[src/rtl/tcc_pkg.sv]
// ----------------------------------------------------------------------------
// tcc_pkg
// Shared types, constants and helpers of the thick line clearance check.
// ----------------------------------------------------------------------------
package tcc_pkg;

	localparam int MAX_POINTS_DEF = 1024;
	localparam int COORD_BITS     = 12;
	localparam int FRAC_BITS      = 16;
	localparam int PT_W           = 16;
	localparam int CFG_W          = 12;
	localparam int CFG_IDX_W      = 1;
	localparam int SW             = 34;
	localparam int LW             = 30;
	localparam int DNW            = 48;
	localparam int PW             = 24;
	localparam int VW             = 24;
	localparam int GW             = 20;
	localparam int EW             = 20;

	localparam logic [CFG_IDX_W-1:0] REG_AGENT_RADIUS = 1'd0;
	localparam logic [CFG_IDX_W-1:0] REG_POINT_COUNT  = 1'd1;
	localparam logic [CFG_W-1:0]     AGENT_RADIUS_RST = 12'd128;

	typedef enum logic [4:0] {
		OP_NONE,
		OP_WRITE,
		OP_LOAD,
		OP_SQ,
		OP_SQRT,
		OP_MUL,
		OP_GAP,
		OP_DIV,
		OP_EXTRA,
		OP_NSTEP,
		OP_BAND_LO,
		OP_BAND_HI,
		OP_BAND_END,
		OP_KINIT,
		OP_KSTEP,
		OP_SCAN_START,
		OP_SCAN,
		OP_MAIN_INIT,
		OP_MAIN_ADV
	} dp_op_t;

	typedef enum logic [2:0] {
		SEL_A,
		SEL_B,
		SEL_UP,
		SEL_DN,
		SEL_CELL
	} probe_sel_t;

	typedef struct packed {
		dp_op_t     op;
		probe_sel_t sel;
	} dp_cmd_t;

	typedef struct packed {
		logic sqrt_last;
		logic div_last;
		logic len_zero;
		logic scan_done;
		logic scan_hit;
		logic n_end;
		logic k_end;
		logic up_cond;
		logic dn_cond;
		logic main_end;
	} dp_stat_t;

	// Rounds a Q.16 value up to an integer and takes one off, never below zero.
	function automatic logic [47:0] q16_to_int(input logic [63:0] v);
		logic [63:0] c;
		c = (v + 64'hFFFF) >> FRAC_BITS;
		return (c == 64'd0) ? 48'd0 : (c[47:0] - 48'd1);
	endfunction

endpackage

[src/rtl/tcc_ctrl.sv]
// ----------------------------------------------------------------------------
// tcc_ctrl
// Sequencer of the clearance check: steps the datapath through setup, the
// end extension loop and the main line walk, and holds the result register.
// ----------------------------------------------------------------------------
module tcc_ctrl (
	input  logic              clk,
	input  logic              arst_n,
	input  logic              in_valid,
	output logic              in_ready,
	input  logic              func,
	output logic              out_valid,
	input  logic              out_ready,
	output logic              is_query,
	output logic              line_clear,
	output tcc_pkg::dp_cmd_t  cmd,
	input  tcc_pkg::dp_stat_t stat
);
	import tcc_pkg::*;

	typedef enum logic [4:0] {
		ST_IDLE,
		ST_SQ,
		ST_SQRT,
		ST_MUL,
		ST_GAP,
		ST_DIV,
		ST_EXTRA,
		ST_X_TEST,
		ST_X_BAND,
		ST_BAND_END,
		ST_K_INIT,
		ST_K_TEST,
		ST_SCAN_START,
		ST_SCAN,
		ST_XB_START,
		ST_M_INIT,
		ST_M_CELL,
		ST_M_UP,
		ST_M_DN,
		ST_M_ADV,
		ST_M_TEST,
		ST_RESP
	} state_t;

	state_t     state_q, dret_q, kret_q, sret_q;
	probe_sel_t sel_q;
	logic       out_valid_q, is_query_q, line_clear_q;

	assign in_ready   = state_q == ST_IDLE;
	assign out_valid  = out_valid_q;
	assign is_query   = is_query_q;
	assign line_clear = line_clear_q;

	always_comb begin
		cmd.op  = OP_NONE;
		cmd.sel = sel_q;
		case (state_q)
			ST_IDLE:       if (in_valid) cmd.op = func ? OP_LOAD : OP_WRITE;
			ST_SQ:         cmd.op = OP_SQ;
			ST_SQRT:       cmd.op = OP_SQRT;
			ST_MUL:        if (!stat.len_zero) cmd.op = OP_MUL;
			ST_GAP:        cmd.op = OP_GAP;
			ST_DIV:        cmd.op = OP_DIV;
			ST_EXTRA:      cmd.op = OP_EXTRA;
			ST_X_TEST:     if (!stat.n_end) cmd.op = OP_NSTEP;
			ST_X_BAND:     cmd.op = OP_BAND_LO;
			ST_BAND_END:   cmd.op = OP_BAND_END;
			ST_K_INIT:     cmd.op = OP_KINIT;
			ST_K_TEST:     if (!stat.k_end) cmd.op = OP_KSTEP;
			ST_SCAN_START: cmd.op = OP_SCAN_START;
			ST_SCAN:       cmd.op = OP_SCAN;
			ST_XB_START: begin
				cmd.op  = OP_KINIT;
				cmd.sel = SEL_B;
			end
			ST_M_INIT:     cmd.op = OP_MAIN_INIT;
			ST_M_CELL: begin
				cmd.op  = OP_KINIT;
				cmd.sel = SEL_CELL;
			end
			ST_M_UP:       if (stat.up_cond) cmd.op = OP_BAND_HI;
			ST_M_DN:       if (stat.dn_cond) cmd.op = OP_BAND_LO;
			ST_M_ADV:      cmd.op = OP_MAIN_ADV;
			default:       cmd.op = OP_NONE;
		endcase
	end

	always_ff @(posedge clk or negedge arst_n) begin
		if (!arst_n) begin
			state_q      <= ST_IDLE;
			dret_q       <= ST_IDLE;
			kret_q       <= ST_IDLE;
			sret_q       <= ST_IDLE;
			sel_q        <= SEL_CELL;
			out_valid_q  <= 1'b0;
			is_query_q   <= 1'b0;
			line_clear_q <= 1'b0;
		end else begin
			case (state_q)
				ST_IDLE: begin
					if (in_valid) begin
						if (func) begin
							state_q <= ST_SQ;
						end else begin
							out_valid_q  <= 1'b1;
							is_query_q   <= 1'b0;
							line_clear_q <= 1'b0;
							state_q      <= ST_RESP;
						end
					end
				end
				ST_SQ: state_q <= ST_SQRT;
				ST_SQRT: if (stat.sqrt_last) state_q <= ST_MUL;
				ST_MUL: state_q <= stat.len_zero ? ST_M_INIT : ST_GAP;
				ST_GAP: begin
					dret_q  <= ST_EXTRA;
					state_q <= ST_DIV;
				end
				ST_DIV: if (stat.div_last) state_q <= dret_q;
				ST_EXTRA: state_q <= ST_X_TEST;
				ST_X_TEST: state_q <= stat.n_end ? ST_M_INIT : ST_X_BAND;
				ST_X_BAND: begin
					dret_q  <= ST_BAND_END;
					sel_q   <= SEL_A;
					kret_q  <= ST_XB_START;
					state_q <= ST_DIV;
				end
				ST_BAND_END: state_q <= ST_K_INIT;
				ST_K_INIT: state_q <= ST_K_TEST;
				ST_K_TEST: begin
					if (stat.k_end) begin
						state_q <= kret_q;
					end else begin
						sret_q  <= ST_K_TEST;
						state_q <= ST_SCAN_START;
					end
				end
				ST_SCAN_START: state_q <= ST_SCAN;
				ST_SCAN: begin
					if (stat.scan_hit) begin
						out_valid_q  <= 1'b1;
						is_query_q   <= 1'b1;
						line_clear_q <= 1'b0;
						state_q      <= ST_RESP;
					end else if (stat.scan_done) begin
						state_q <= sret_q;
					end
				end
				ST_XB_START: begin
					kret_q  <= ST_X_TEST;
					state_q <= ST_K_TEST;
				end
				ST_M_INIT: state_q <= ST_M_CELL;
				ST_M_CELL: begin
					sret_q  <= ST_M_UP;
					state_q <= ST_SCAN_START;
				end
				ST_M_UP: begin
					if (stat.up_cond) begin
						dret_q  <= ST_BAND_END;
						sel_q   <= SEL_UP;
						kret_q  <= ST_M_DN;
						state_q <= ST_DIV;
					end else begin
						state_q <= ST_M_DN;
					end
				end
				ST_M_DN: begin
					if (stat.dn_cond) begin
						dret_q  <= ST_BAND_END;
						sel_q   <= SEL_DN;
						kret_q  <= ST_M_ADV;
						state_q <= ST_DIV;
					end else begin
						state_q <= ST_M_ADV;
					end
				end
				ST_M_ADV: state_q <= ST_M_TEST;
				ST_M_TEST: begin
					if (stat.main_end) begin
						out_valid_q  <= 1'b1;
						is_query_q   <= 1'b1;
						line_clear_q <= 1'b1;
						state_q      <= ST_RESP;
					end else begin
						state_q <= ST_M_CELL;
					end
				end
				ST_RESP: begin
					if (out_ready) begin
						out_valid_q <= 1'b0;
						state_q     <= ST_IDLE;
					end
				end
				default: state_q <= ST_IDLE;
			endcase
		end
	end

endmodule

[config.mk]
export PLATFORM = sky130hd
export DESIGN_NAME = tcc_ctrl
export DESIGN_NICKNAME = d
export VERILOG_FILES = /design/src/rtl/tcc_pkg.sv /design/src/rtl/tcc_ctrl.sv
export SDC_FILE = /design/constraint.sdc
export NUM_CORES = 1
export LEC_CHECK = 0
export ABC_AREA = 1
export BUFFER_PORTS_ARGS = -buffer_cell sky130_fd_sc_hd__buf_4
export CAP_MARGIN = 10
export CORE_ASPECT_RATIO = 1.1
export CORE_MARGIN = 2
export CORE_UTILIZATION = 56
export DETAILED_ROUTE_END_ITERATION = 7
export GPL_TIMING_DRIVEN = 0
export PLACE_DENSITY = 0.84
export SETUP_SLACK_MARGIN = 0.15
export SYNTH_ARGS = -nofsm -noshare
export SYNTH_HDL_FRONTEND = slang
export SYNTH_SLANG_ARGS = --single-unit
[constraint.sdc]
create_clock -name clk -period 1.98 [get_ports clk]
set_input_delay 0.198 -clock clk [delete_from_list [all_inputs] [get_ports clk]]
set_output_delay 0.198 -clock clk [all_outputs]
set_load 0.01 [all_outputs]
# After elaboration in Yosys (flattened, before gate mapping)
# Cells that the tools add are included.
dict set report op_classes {
  n_eq_ne 32
  n_mux 45
  n_reduce_logical 17
}
# cell count
set ops {}
lappend ops {{one-hot mux 5 bit (20 select lines)} 1}
lappend ops {{one-hot mux 5 bit (18 select lines)} 1}
lappend ops {{two-way mux 5 bit} 15}
lappend ops {{== test 5 x 4 -> 1 bit, second input constant} 8}
lappend ops {{one-hot mux 5 bit (4 select lines)} 2}
lappend ops {{== test 5 bit, second input constant} 6}
lappend ops {{== test 5 x 3 -> 1 bit, second input constant} 4}
lappend ops {{two-way mux 4 bit} 5}
lappend ops {{!= test 2 bit, second input constant} 10}
lappend ops {{two-way mux 3 bit} 5}
lappend ops {{nonzero test 4 bit} 3}
lappend ops {{== test 5 x 2 -> 1 bit, second input constant} 2}
lappend ops {{one-hot mux 5 bit (2 select lines)} 1}
lappend ops {{AND reduction 5 bit} 2}
lappend ops {{one-hot mux 3 bit (3 select lines)} 1}
lappend ops {{AND reduction 3 bit} 3}
lappend ops {{two-way mux 1 bit} 8}
lappend ops {{one-hot mux 1 bit (3 select lines)} 2}
lappend ops {{one-hot mux 3 bit (2 select lines)} 1}
lappend ops {{AND reduction 6 bit} 1}
lappend ops {{nonzero test 3 bit} 2}
lappend ops {{== test 5 x 1 -> 1 bit, second input constant} 1}
lappend ops {{logical NOT 5 bit} 1}
lappend ops {{two-way mux 2 bit} 2}
lappend ops {{other kinds (6)} 7}
dict set report totals {
  word_cells 102
  input_bits 15
  output_inout_bits 12
  ff_bits 26
}

# Longest topological paths before layout
# Gate-level depths: netlist (run 1).
dict set report logic_depth {
  depth_word 3
  mapped_depth 10
  depth_no_buf 10
}

# Least setup slack after synthesis (run 1)
# Ideal clock, no wire load.
dict set report synth_path {
  path_type {register to output}
  startpoint {register state_q[3]}
  endpoint {output cmd[6] (netlist name)}
  path_stages_with_launch 8
  setup_slack_ns 0.484
  arrival_ns 1.298
  required_time_ns 1.782
  n_path_buf 0
  cell_sequence {dfrtp_1 -> nor2_4 -> nand2_2 -> nor2_1 -> inv_1 -> nand2_1 -> a21oi_1 -> nand4_1}
}
# element line_no
set synth_lines {}
lappend synth_lines {{from (decl)} tcc_ctrl.sv:46} ;# state_t state_q, dret_q, kret_q, sret_q;
lappend synth_lines {{from (signal assigned)} tcc_ctrl.sv:115} ;# ST_MUL: state_q <= stat.len_zero ? ST_M_INIT : ST_GAP;
lappend synth_lines {{from (signal assigned)} tcc_ctrl.sv:120} ;# ST_DIV: if (stat.div_last) state_q <= dret_q;
lappend synth_lines {{from (signal assigned)} tcc_ctrl.sv:122} ;# ST_X_TEST: state_q <= stat.n_end ? ST_M_INIT : ST_X_BAND;
lappend synth_lines {{to (decl)} tcc_ctrl.sv:16} ;# output tcc_pkg::dp_cmd_t cmd,

==> flow_metrics.py, run 1 <==
metrics = {
    "sta": {
        "tightest_slew_ns": 0.295,
        "rsz0062_at_grt": "true",
        "slew_viol_final": 0,
        "slew_headroom": 0.801,
        "min_period_over_period": 1.06,
        "setup_viol": 4,
        "timing.setup.tns_ns": -0.298,
        "fmax_mhz": 478,
        "setup_slack_ns": -0.113,
        "period_minus_slack_ns": 2.09,
        "whs_ns": 0.177,
        "clock_skew_ns": 0.00424,
        "hold_viol": 0,
    },
    "floorplan": {
        "die_y_um": 59.7,
        "core.rowCount": 20,
        "dieArea_um2": 3260,
        "initial_core_util": 0.578,
        "chipWidth_um": 54.6,
        "io_pins": 27,
        "core_area_um2": 2730,
    },
    "global_route": {
        "grt_max_degree": 22,
        "grt_pass1_wl_mm": 9.28,
        "track_usage": 0.401,
        "grt_pass1_vias": 2025,
        "antenna_found_initial": 0,
        "grt_overflow": 0,
    },
    "placed_design": {
        "gp_congestion": 0.920,
        "io_buffers": 26,
        "dp.cells": 308,
        "post-dp-hpwl_mm": 3.39,
    },
    "pwr": {
        "pwr-share-clk": 0.068,
        "power_switching_mw": 1.93,
        "seqPwrFrac": 0.215,
        "total_power_mw": 3.66,
        "ir_worst_vdd_mv": 1.10,
        "p_comb_frac": 0.717,
        "power.switching_fraction": 0.528,
        "p_int_mw": 1.73,
        "power_leakage_nw": 1.35,
        "power_density_nw_per_um2": 1520,
    },
    "hold_path": {
        "holdPathEnd": "state_q[1]",
        "hp-class": "in -> reg",
        "hold_start": "stat[9]",
        "worstHoldPathCells": 3,
    },
    "synth": {
        "ys_types": 25,
        "yosys.area.top_type": "dfrtp_1",
        "ys_seq_elements": 21,
        "synth_area_um2": 1580,
        "syn_nets": 264,
        "synth.avg_cell_area_um2": 6.34,
        "yosysTopAreaCellShare": 0.317,
        "synthCells": 249,
        "yosys_warnings": 0,
        "synthTopCellsByArea": "dfrtp_1 (32%), nand2_1 (17%), nand3_1 (10%)",
        "synth_seq_area_share": 0.334,
    },
    "cells_and_area": {
        "area_delta_synth_final_pct": 52.7,
        "drive_gt1_frac": 0.441,
        "fin_cells": 348,
        "fin_nets": 331,
        "fin_util": 0.883,
        "fillers": 124,
        "antenna_cells": 0,
        "layout_commonest_cell": "nand2_1",
        "mostFrequentLayoutCells": "nand2_1 (54), buf_4 (46), nand3_1 (28)",
    },
    "status": {
        "status": "finished, violations left",
        "violations": "negative setup slack",
    },
    "route": {
        "detail_route.wl_per_cell_um": 20.6,
        "vias_per_cell": 6.51,
        "drt_iter0_drc": 277,
        "wirelength_mm": 7.18,
        "dr.pass1.iters": 6,
        "vias": 2265,
        "drc": 0,
        "postRouteAntennaNets": 0,
    },
    "setup_path": {
        "cp.required_ns": 1.78,
        "worstSetupPathType": "reg -> out",
        "arrival_ns": 1.90,
        "worstSetupStartpointType": "flop",
        "worstRegToRegCells": 13,
        "crit_path_end_kind": "output pin",
        "path_max_fanout": 6,
        "worstReg2RegStart": "state_q[1]",
        "r2r_slack_ns": 0.05,
        "r2r_end": "state_q[3]",
    },
    "clock_network": {
        "cts_tree": "done",
        "cts_buffer_depth": 2,
        "htreeDepth": 1,
        "root_buffer": "clkbuf_4",
        "clkTransAtPathRegs_ns": 0.14,
        "clock-sinks": 21,
        "clk_latency_ns": 0.34,
        "cts-buffers-inserted": 3,
    },
    "job": {
        "cap_violations": 0,
    },
}
worst max-delay path by stage:
stage,startpoint,end,cells past startpoint
floorplan,state_q[3],cmd[6],7
global placement,state_q[3],cmd[6],8
detailed placement,state_q[3],cmd[6],8
CTS,state_q[0],cmd[2],7
global route,state_q[0],cmd[5],8
finish,state_q[0],cmd[5],8
metrics by stage:
stage          setup slack (ns)  area (um2)
2_1_floorplan             0.484        1580
3_5_place_dp             0.0362        1810
5_1_grt                  -0.282        2410
3_3_place_gp            0.00387        1810
6_report                 -0.113        2410
4_1_cts                   0.115        2250
metal layers:
metal | routed length, um | GRT usage | vias up | part of all wire
met5 | 0 | 0 | - | 0
met4 | 573 | 0.271 | 0 | 0.080
met3 | 954 | 0.0925 | 72 | 0.13
met2 | 3130 | 0.612 | 243 | 0.44
met1 | 2520 | 0.493 | 1013 | 0.35
li1 | - | - | 937 | -
cell usage after synthesis (all sizes together):
cell,count
a21oi,3
dfrtp,20
nand3b,3
dfstp,1
nor3,5
o211ai,2
nand3,33
nand2,77
inv,35
nand4,10
nor3b,1
o31ai,1
buf,2
a31oi,1
or2,2
nor2,43
o21ai,10
layout make-up:
cell class / count / area, um2 / share of cell area
Timing Repair Buffer: 62 / 524 / 0.218
Clock inverter: 1 / 7.51 / 0.00312
Sequential cell: 21 / 531 / 0.220
Tap cell: 33 / 41.3 / 0.0171
Inverter: 35 / 144 / 0.0597
Buffer: 2 / 22.5 / 0.00935
Multi-Input combinational cell: 191 / 1120 / 0.464
Clock buffer: 3 / 22.5 / 0.00935
kinds of logic after synthesis:
kind of cell / after synthesis / share of synthesized area
simple gates: 174 / 0.513
compound gates: 17 / 0.0619
buf+inv: 37 / 0.0912
flops: 21 / 0.334
critical path, cell delays in order (launching register included):
cell and delay, ns:
dfrtp_2 0.52, inv_4 0.11, nand2_2 0.10, nor2_4 0.21, nand2_1 0.14, nand2_1 0.15, nor2_1 0.08, nand4_1 0.09
buf_4 0.13
power groups by stage:
stage                     Sequential (mW)  Clock (mW)  Combinational [mW]
after floorplan                     0.726           0                1.10
after global placement              0.742           0                1.61
after detailed placement            0.743           0                1.63
after CTS                           0.756       0.232                2.14
after global routing                0.793       0.254                2.74
final                               0.786       0.250                2.62
registers in the layout, indices dropped and copies added, names as in the netlist:
signal and cells:
dret_q 2, is_query 1, kret_q 5, line_clear 1, out_valid 1, sel_q 3, sret_q 3, state_q 5
timing repair:
item | in CTS | in global routing
buffers inserted | 28 | 7
hold endpoints to repair | 20 | 0
endpoints found under the setup margin | 8 | 10
pin swaps | 16 | 12
hold buffers | 1 | 0
gates resized for setup | 60 | 31
Power figures use the tool's default switching activity.
==> run 2: changes to the inputs <==
Settings changed: CORE_ASPECT_RATIO 1.1 to 0.8.
Clock period 1.98 ns to 2.1 ns, I/O delays scaled along.
==> flow_metrics.py, run 2 (same netlist as run 1, synthesis figures left out) <==
metrics = {
    "status": {
        "status": "finished, final reports clean",
    },
    "clock_network": {
        "clkTransAtPathRegs_ns": 0.13,
        "cts_buffer_depth": 2,
        "htreeDepth": 1,
        "cts_tree": "done",
        "cts-buffers-inserted": 3,
        "root_buffer": "clkbuf_4",
        "clock-sinks": 21,
        "clk_latency_ns": 0.33,
    },
    "route": {
        "vias_per_cell": 5.95,
        "detail_route.wl_per_cell_um": 16.1,
        "vias": 1994,
        "postRouteAntennaNets": 0,
        "dr.pass1.iters": 7,
        "wirelength_mm": 5.40,
        "drt_iter0_drc": 272,
        "drc": 0,
    },
    "floorplan": {
        "die_y_um": 51.5,
        "io_pins": 27,
        "core_area_um2": 2720,
        "dieArea_um2": 3260,
        "core.rowCount": 17,
        "chipWidth_um": 63.3,
        "initial_core_util": 0.580,
    },
    "sta": {
        "slew_headroom": 0.806,
        "setup_viol": 0,
        "slew_viol_final": 0,
        "rsz0062_at_grt": "true",
        "hold_viol": 0,
        "fmax_mhz": 483,
        "tightest_slew_ns": 0.290,
        "min_period_over_period": 0.986,
        "clock_skew_ns": 0.00364,
        "period_minus_slack_ns": 2.07,
    },
    "cells_and_area": {
        "layout_commonest_cell": "nand2_1",
        "final_area_um2": 2140,
        "fin_util": 0.787,
        "mostFrequentLayoutCells": "nand2_1 (61), buf_4 (43), nand3_1 (32)",
        "antenna_cells": 0,
        "drive_gt1_frac": 0.354,
        "fin_nets": 313,
        "biggestRegsByFlops": "kret_q: 5 flops, state_q: 5 flops",
        "area_delta_synth_final_pct": 35.8,
    },
    "setup_path": {
        "worstSetupStartpointType": "flop",
        "worstSetupPathType": "reg -> out",
        "crit_path_end_kind": "output pin",
        "r2r_slack_ns": 0.33,
        "cp.required_ns": 1.89,
        "path_max_fanout": 6,
        "arrival_ns": 1.86,
    },
    "placed_design": {
        "placed_cell_area_um2": 1820,
        "gp_congestion": 1.06,
        "io_buffers": 26,
        "post-dp-hpwl_mm": 3.43,
    },
    "global_route": {
        "grt_overflow": 0,
        "grt_pass1_wl_mm": 7.42,
        "antenna_found_initial": 0,
        "grt_pass1_vias": 1640,
        "grt_max_degree": 22,
        "track_usage": 0.296,
    },
    "pwr": {
        "pwr-share-clk": 0.073,
        "power.switching_fraction": 0.512,
        "p_comb_frac": 0.684,
        "p_int_mw": 1.46,
        "power_leakage_nw": 1.20,
        "seqPwrFrac": 0.242,
        "power_switching_mw": 1.54,
        "power_density_nw_per_um2": 1400,
        "ir_worst_vdd_mv": 0.708,
    },
    "hold_path": {
        "hp-class": "in -> reg",
    },
    "job": {
        "cap_violations": 0,
    },
}
==> run 2: final cells by class <==
cell class              count  area (um2)
multi-input cells         191        1040
inverters                  35         139
plain buffers               2        22.5
fillers                   212         581
flip-flops and latches     21         532
clock buffers               3        22.5
repair buffers             44         333
clock inverters             1        7.51
well taps                  38        47.5
==> run 2: worst paths after layout <==
| check | startpoint | end | depth (start not counted) |
|---|---|---|---|
| min | stat[9] | state_q[1] | 3 |
| max in group asynchronous | arst_n | sel_q[2] | 2 |
| max | state_q[3] | cmd[6] | 8 |
| max reg2reg | state_q[1] | state_q[2] | 10 |
| min reg2reg | sel_q[2] | sel_q[2] | 2 |
| min in group asynchronous | arst_n | state_q[0] | 2 |
==> run 2: repair_timing <==
action / CTS / global route
hold buffers: 1 / 0
pin swaps: 3 / 9
endpoints found under the hold margin: 20 / 0
gates resized for setup: 27 / 25
setup buffers: 5 / 12
setup endpoints to repair: 7 / 6
==> run 2: layer usage <==
| metal | vias to the layer above | share of wire | global-route usage |
|---|---|---|---|
| met2 | 168 | 0.43 | 0.456 |
| met1 | 871 | 0.39 | 0.424 |
| met3 | 51 | 0.13 | 0.0529 |
| met4 | 0 | 0.055 | 0.0906 |
| li1 | 904 | - | - |
| met5 | - | 0 | 0 |
==> run 2: stage by stage <==
step	power (mW)	hold WS, ns	TNS [ns]	cells	setup slack (ns)
floorplan	1.73	-0.0856	0	249	0.592
global placement	2.22	0.110	0	313	0.105
detailed placement	2.24	0.114	0	313	0.138
CTS	2.62	0.162	0	323	0.146
global route	3.18	0.197	-0.00479	335	-0.00479
finish	3.00	0.168	0	335	0.0300
==> run 2: power by group through the flow <==
stage | logic, mW | registers [mW] | clock network (mW)
6_report | 2.05 | 0.727 | 0.220
5_1_grt | 2.21 | 0.747 | 0.229
4_1_cts | 1.69 | 0.709 | 0.218
3_5_place_dp | 1.54 | 0.700 | 0
3_3_place_gp | 1.52 | 0.699 | 0
2_1_floorplan | 1.04 | 0.684 | 0
==> run 2: worst max-delay path, cell delays in order (launching register included) <==
cell,delay (ns)
dfrtp_2,0.51
buf_4,0.17
inv_1,0.10
nor2_2,0.09
nand2_2,0.09
nand2_1,0.09
nor3b_2,0.20
nand4_1,0.11
buf_4,0.16
==> run 3: changes to the inputs <==
Settings changed: CORE_ASPECT_RATIO 0.8 to 0.7.
==> flow_metrics.py, run 3 (same netlist as run 1, synthesis figures left out) <==
metrics = {
    "cells_and_area": {
        "drive_gt1_frac": 0.299,
        "mostFrequentLayoutCells": "nand2_1 (67), buf_4 (34), nand3_1 (32)",
        "fin_nets": 304,
        "layout_commonest_cell": "nand2_1",
        "area_delta_synth_final_pct": 29.3,
        "fillers": 230,
        "fin_cells": 324,
        "fin_util": 0.744,
        "antenna_cells": 0,
        "biggestRegsByFlops": "kret_q: 5 flops, state_q: 5 flops",
    },
    "setup_path": {
        "worstSetupStartpointType": "flop",
        "worstSetupPathType": "reg -> out",
        "arrival_ns": 1.69,
        "cp.required_ns": 1.89,
        "crit_path_end_kind": "output pin",
        "path_max_fanout": 7,
    },
    "floorplan": {
        "core_area_um2": 2740,
        "core.rowCount": 16,
        "dieArea_um2": 3260,
        "die_y_um": 48.4,
        "chipWidth_um": 67.4,
        "initial_core_util": 0.575,
        "io_pins": 27,
    },
    "route": {
        "drt_iter0_drc": 256,
        "vias": 1790,
        "wirelength_mm": 4.59,
        "postRouteAntennaNets": 0,
        "detail_route.wl_per_cell_um": 14.2,
        "drc": 0,
        "vias_per_cell": 5.52,
        "dr.pass1.iters": 5,
    },
    "pwr": {
        "power_density_nw_per_um2": 1370,
        "ir_worst_vdd_mv": 0.758,
        "power_leakage_nw": 1.14,
    },
    "sta": {
        "slew_viol_final": 0,
        "setup_slack_ns": 0.198,
        "min_period_over_period": 0.906,
        "setup_viol": 0,
        "rsz0062_at_grt": "false",
        "hold_viol": 0,
        "timing.setup.tns_ns": 0,
        "slew_headroom": 0.794,
        "period_minus_slack_ns": 1.90,
        "fmax_mhz": 526,
        "tightest_slew_ns": 0.308,
        "clock_skew_ns": 0.00440,
    },
    "clock_network": {
        "root_buffer": "clkbuf_8",
        "cts_tree": "done",
        "cts_buffer_depth": 2,
        "clkTransAtPathRegs_ns": 0.08,
        "clk_latency_ns": 0.27,
        "clock-sinks": 21,
        "htreeDepth": 1,
        "cts-buffers-inserted": 3,
    },
    "global_route": {
        "track_usage": 0.305,
        "antenna_found_initial": 0,
        "grt_pass1_wl_mm": 7.40,
        "grt_overflow": 0,
        "grt_max_degree": 22,
        "grt_pass1_vias": 1603,
    },
    "placed_design": {
        "gp_congestion": 0.994,
        "post-dp-hpwl_mm": 3.55,
        "pre_cts_ws_ns": 0.146,
        "io_buffers": 26,
        "dp.cells": 311,
    },
    "status": {
        "status": "finished, final reports clean",
    },
    "hold_path": {
        "hp-class": "in -> reg",
    },
    "job": {
        "cap_violations": 0,
    },
}
[run 3: cell count changes in the layout (fill, tap and decap cells not counted), sizes merged]
cell and delta:
buf -9, clkinv +1, clkinvlp -1
[run 3: metrics by stage]
step | area, um2 | hold slack, ns | power (mW)
after floorplan | 1580 | -0.0856 | 1.73
final | 2040 | 0.240 | 2.80
after CTS | 1920 | 0.242 | 2.61
after global placement | 1820 | 0.110 | 2.24
after global routing | 2040 | 0.273 | 3.03
after detailed placement | 1820 | 0.112 | 2.25
[run 3: what timing repair did]
item,CTS,global route
setup buffers,1,7
hold buffers,1,0
gates resized for setup,14,24
pin swaps,1,4
endpoints found under the hold margin,20,0
endpoints found under the setup margin,7,6
[run 3: power breakdown]
group	switching, mW	internal [mW]
Sequential	0.160	0.574
Combinational	1.08	0.711
Clock	0.145	0.133
[run 3: critical path: stages (launching register included)]
cell and delay (ns):
dfrtp_2 0.50, nor2_4 0.17, nand2_4 0.10, nor2_4 0.20, inv_2 0.09, nand2_1 0.09, a21oi_1 0.06, nand4_1 0.09
buf_4 0.12
[run 3: cell type report]
class                   instances  area, um2  area share
clock inverters                 1       5.00     0.00245
inverters                      35        136      0.0669
clock buffers                   3       41.3      0.0202
well taps                      36       45.0      0.0221
flip-flops and latches         21        532       0.261
repair buffers                 35        265       0.130
plain buffers                   2       22.5      0.0110
multi-input cells             191        992       0.487
[run 3: final timing paths]
path | startpoint | to | slack (ns) | depth (start not counted)
worst max-delay path | state_q[3] | cmd[6] | 0.20 | 8
worst min-delay path | stat[9] | state_q[1] | 0.24 | 3
worst max register to register | state_q[1] | state_q[2] | 0.42 | 10
worst min register to register | sel_q[2] | sel_q[2] | 0.46 | 2
max in group asynchronous | arst_n | sel_q[2] | 1.47 | 2
min in group asynchronous | arst_n | dret_q[0] | 0.35 | 2
[run 3: layer usage]
metal	GRT usage	routed length, um	vias to the layer above
met3	0.0581	408	11
met2	0.441	1900	76
met4	0.0782	82	0
li1	-	-	893
met5	0	0	-
met1	0.466	2210	810
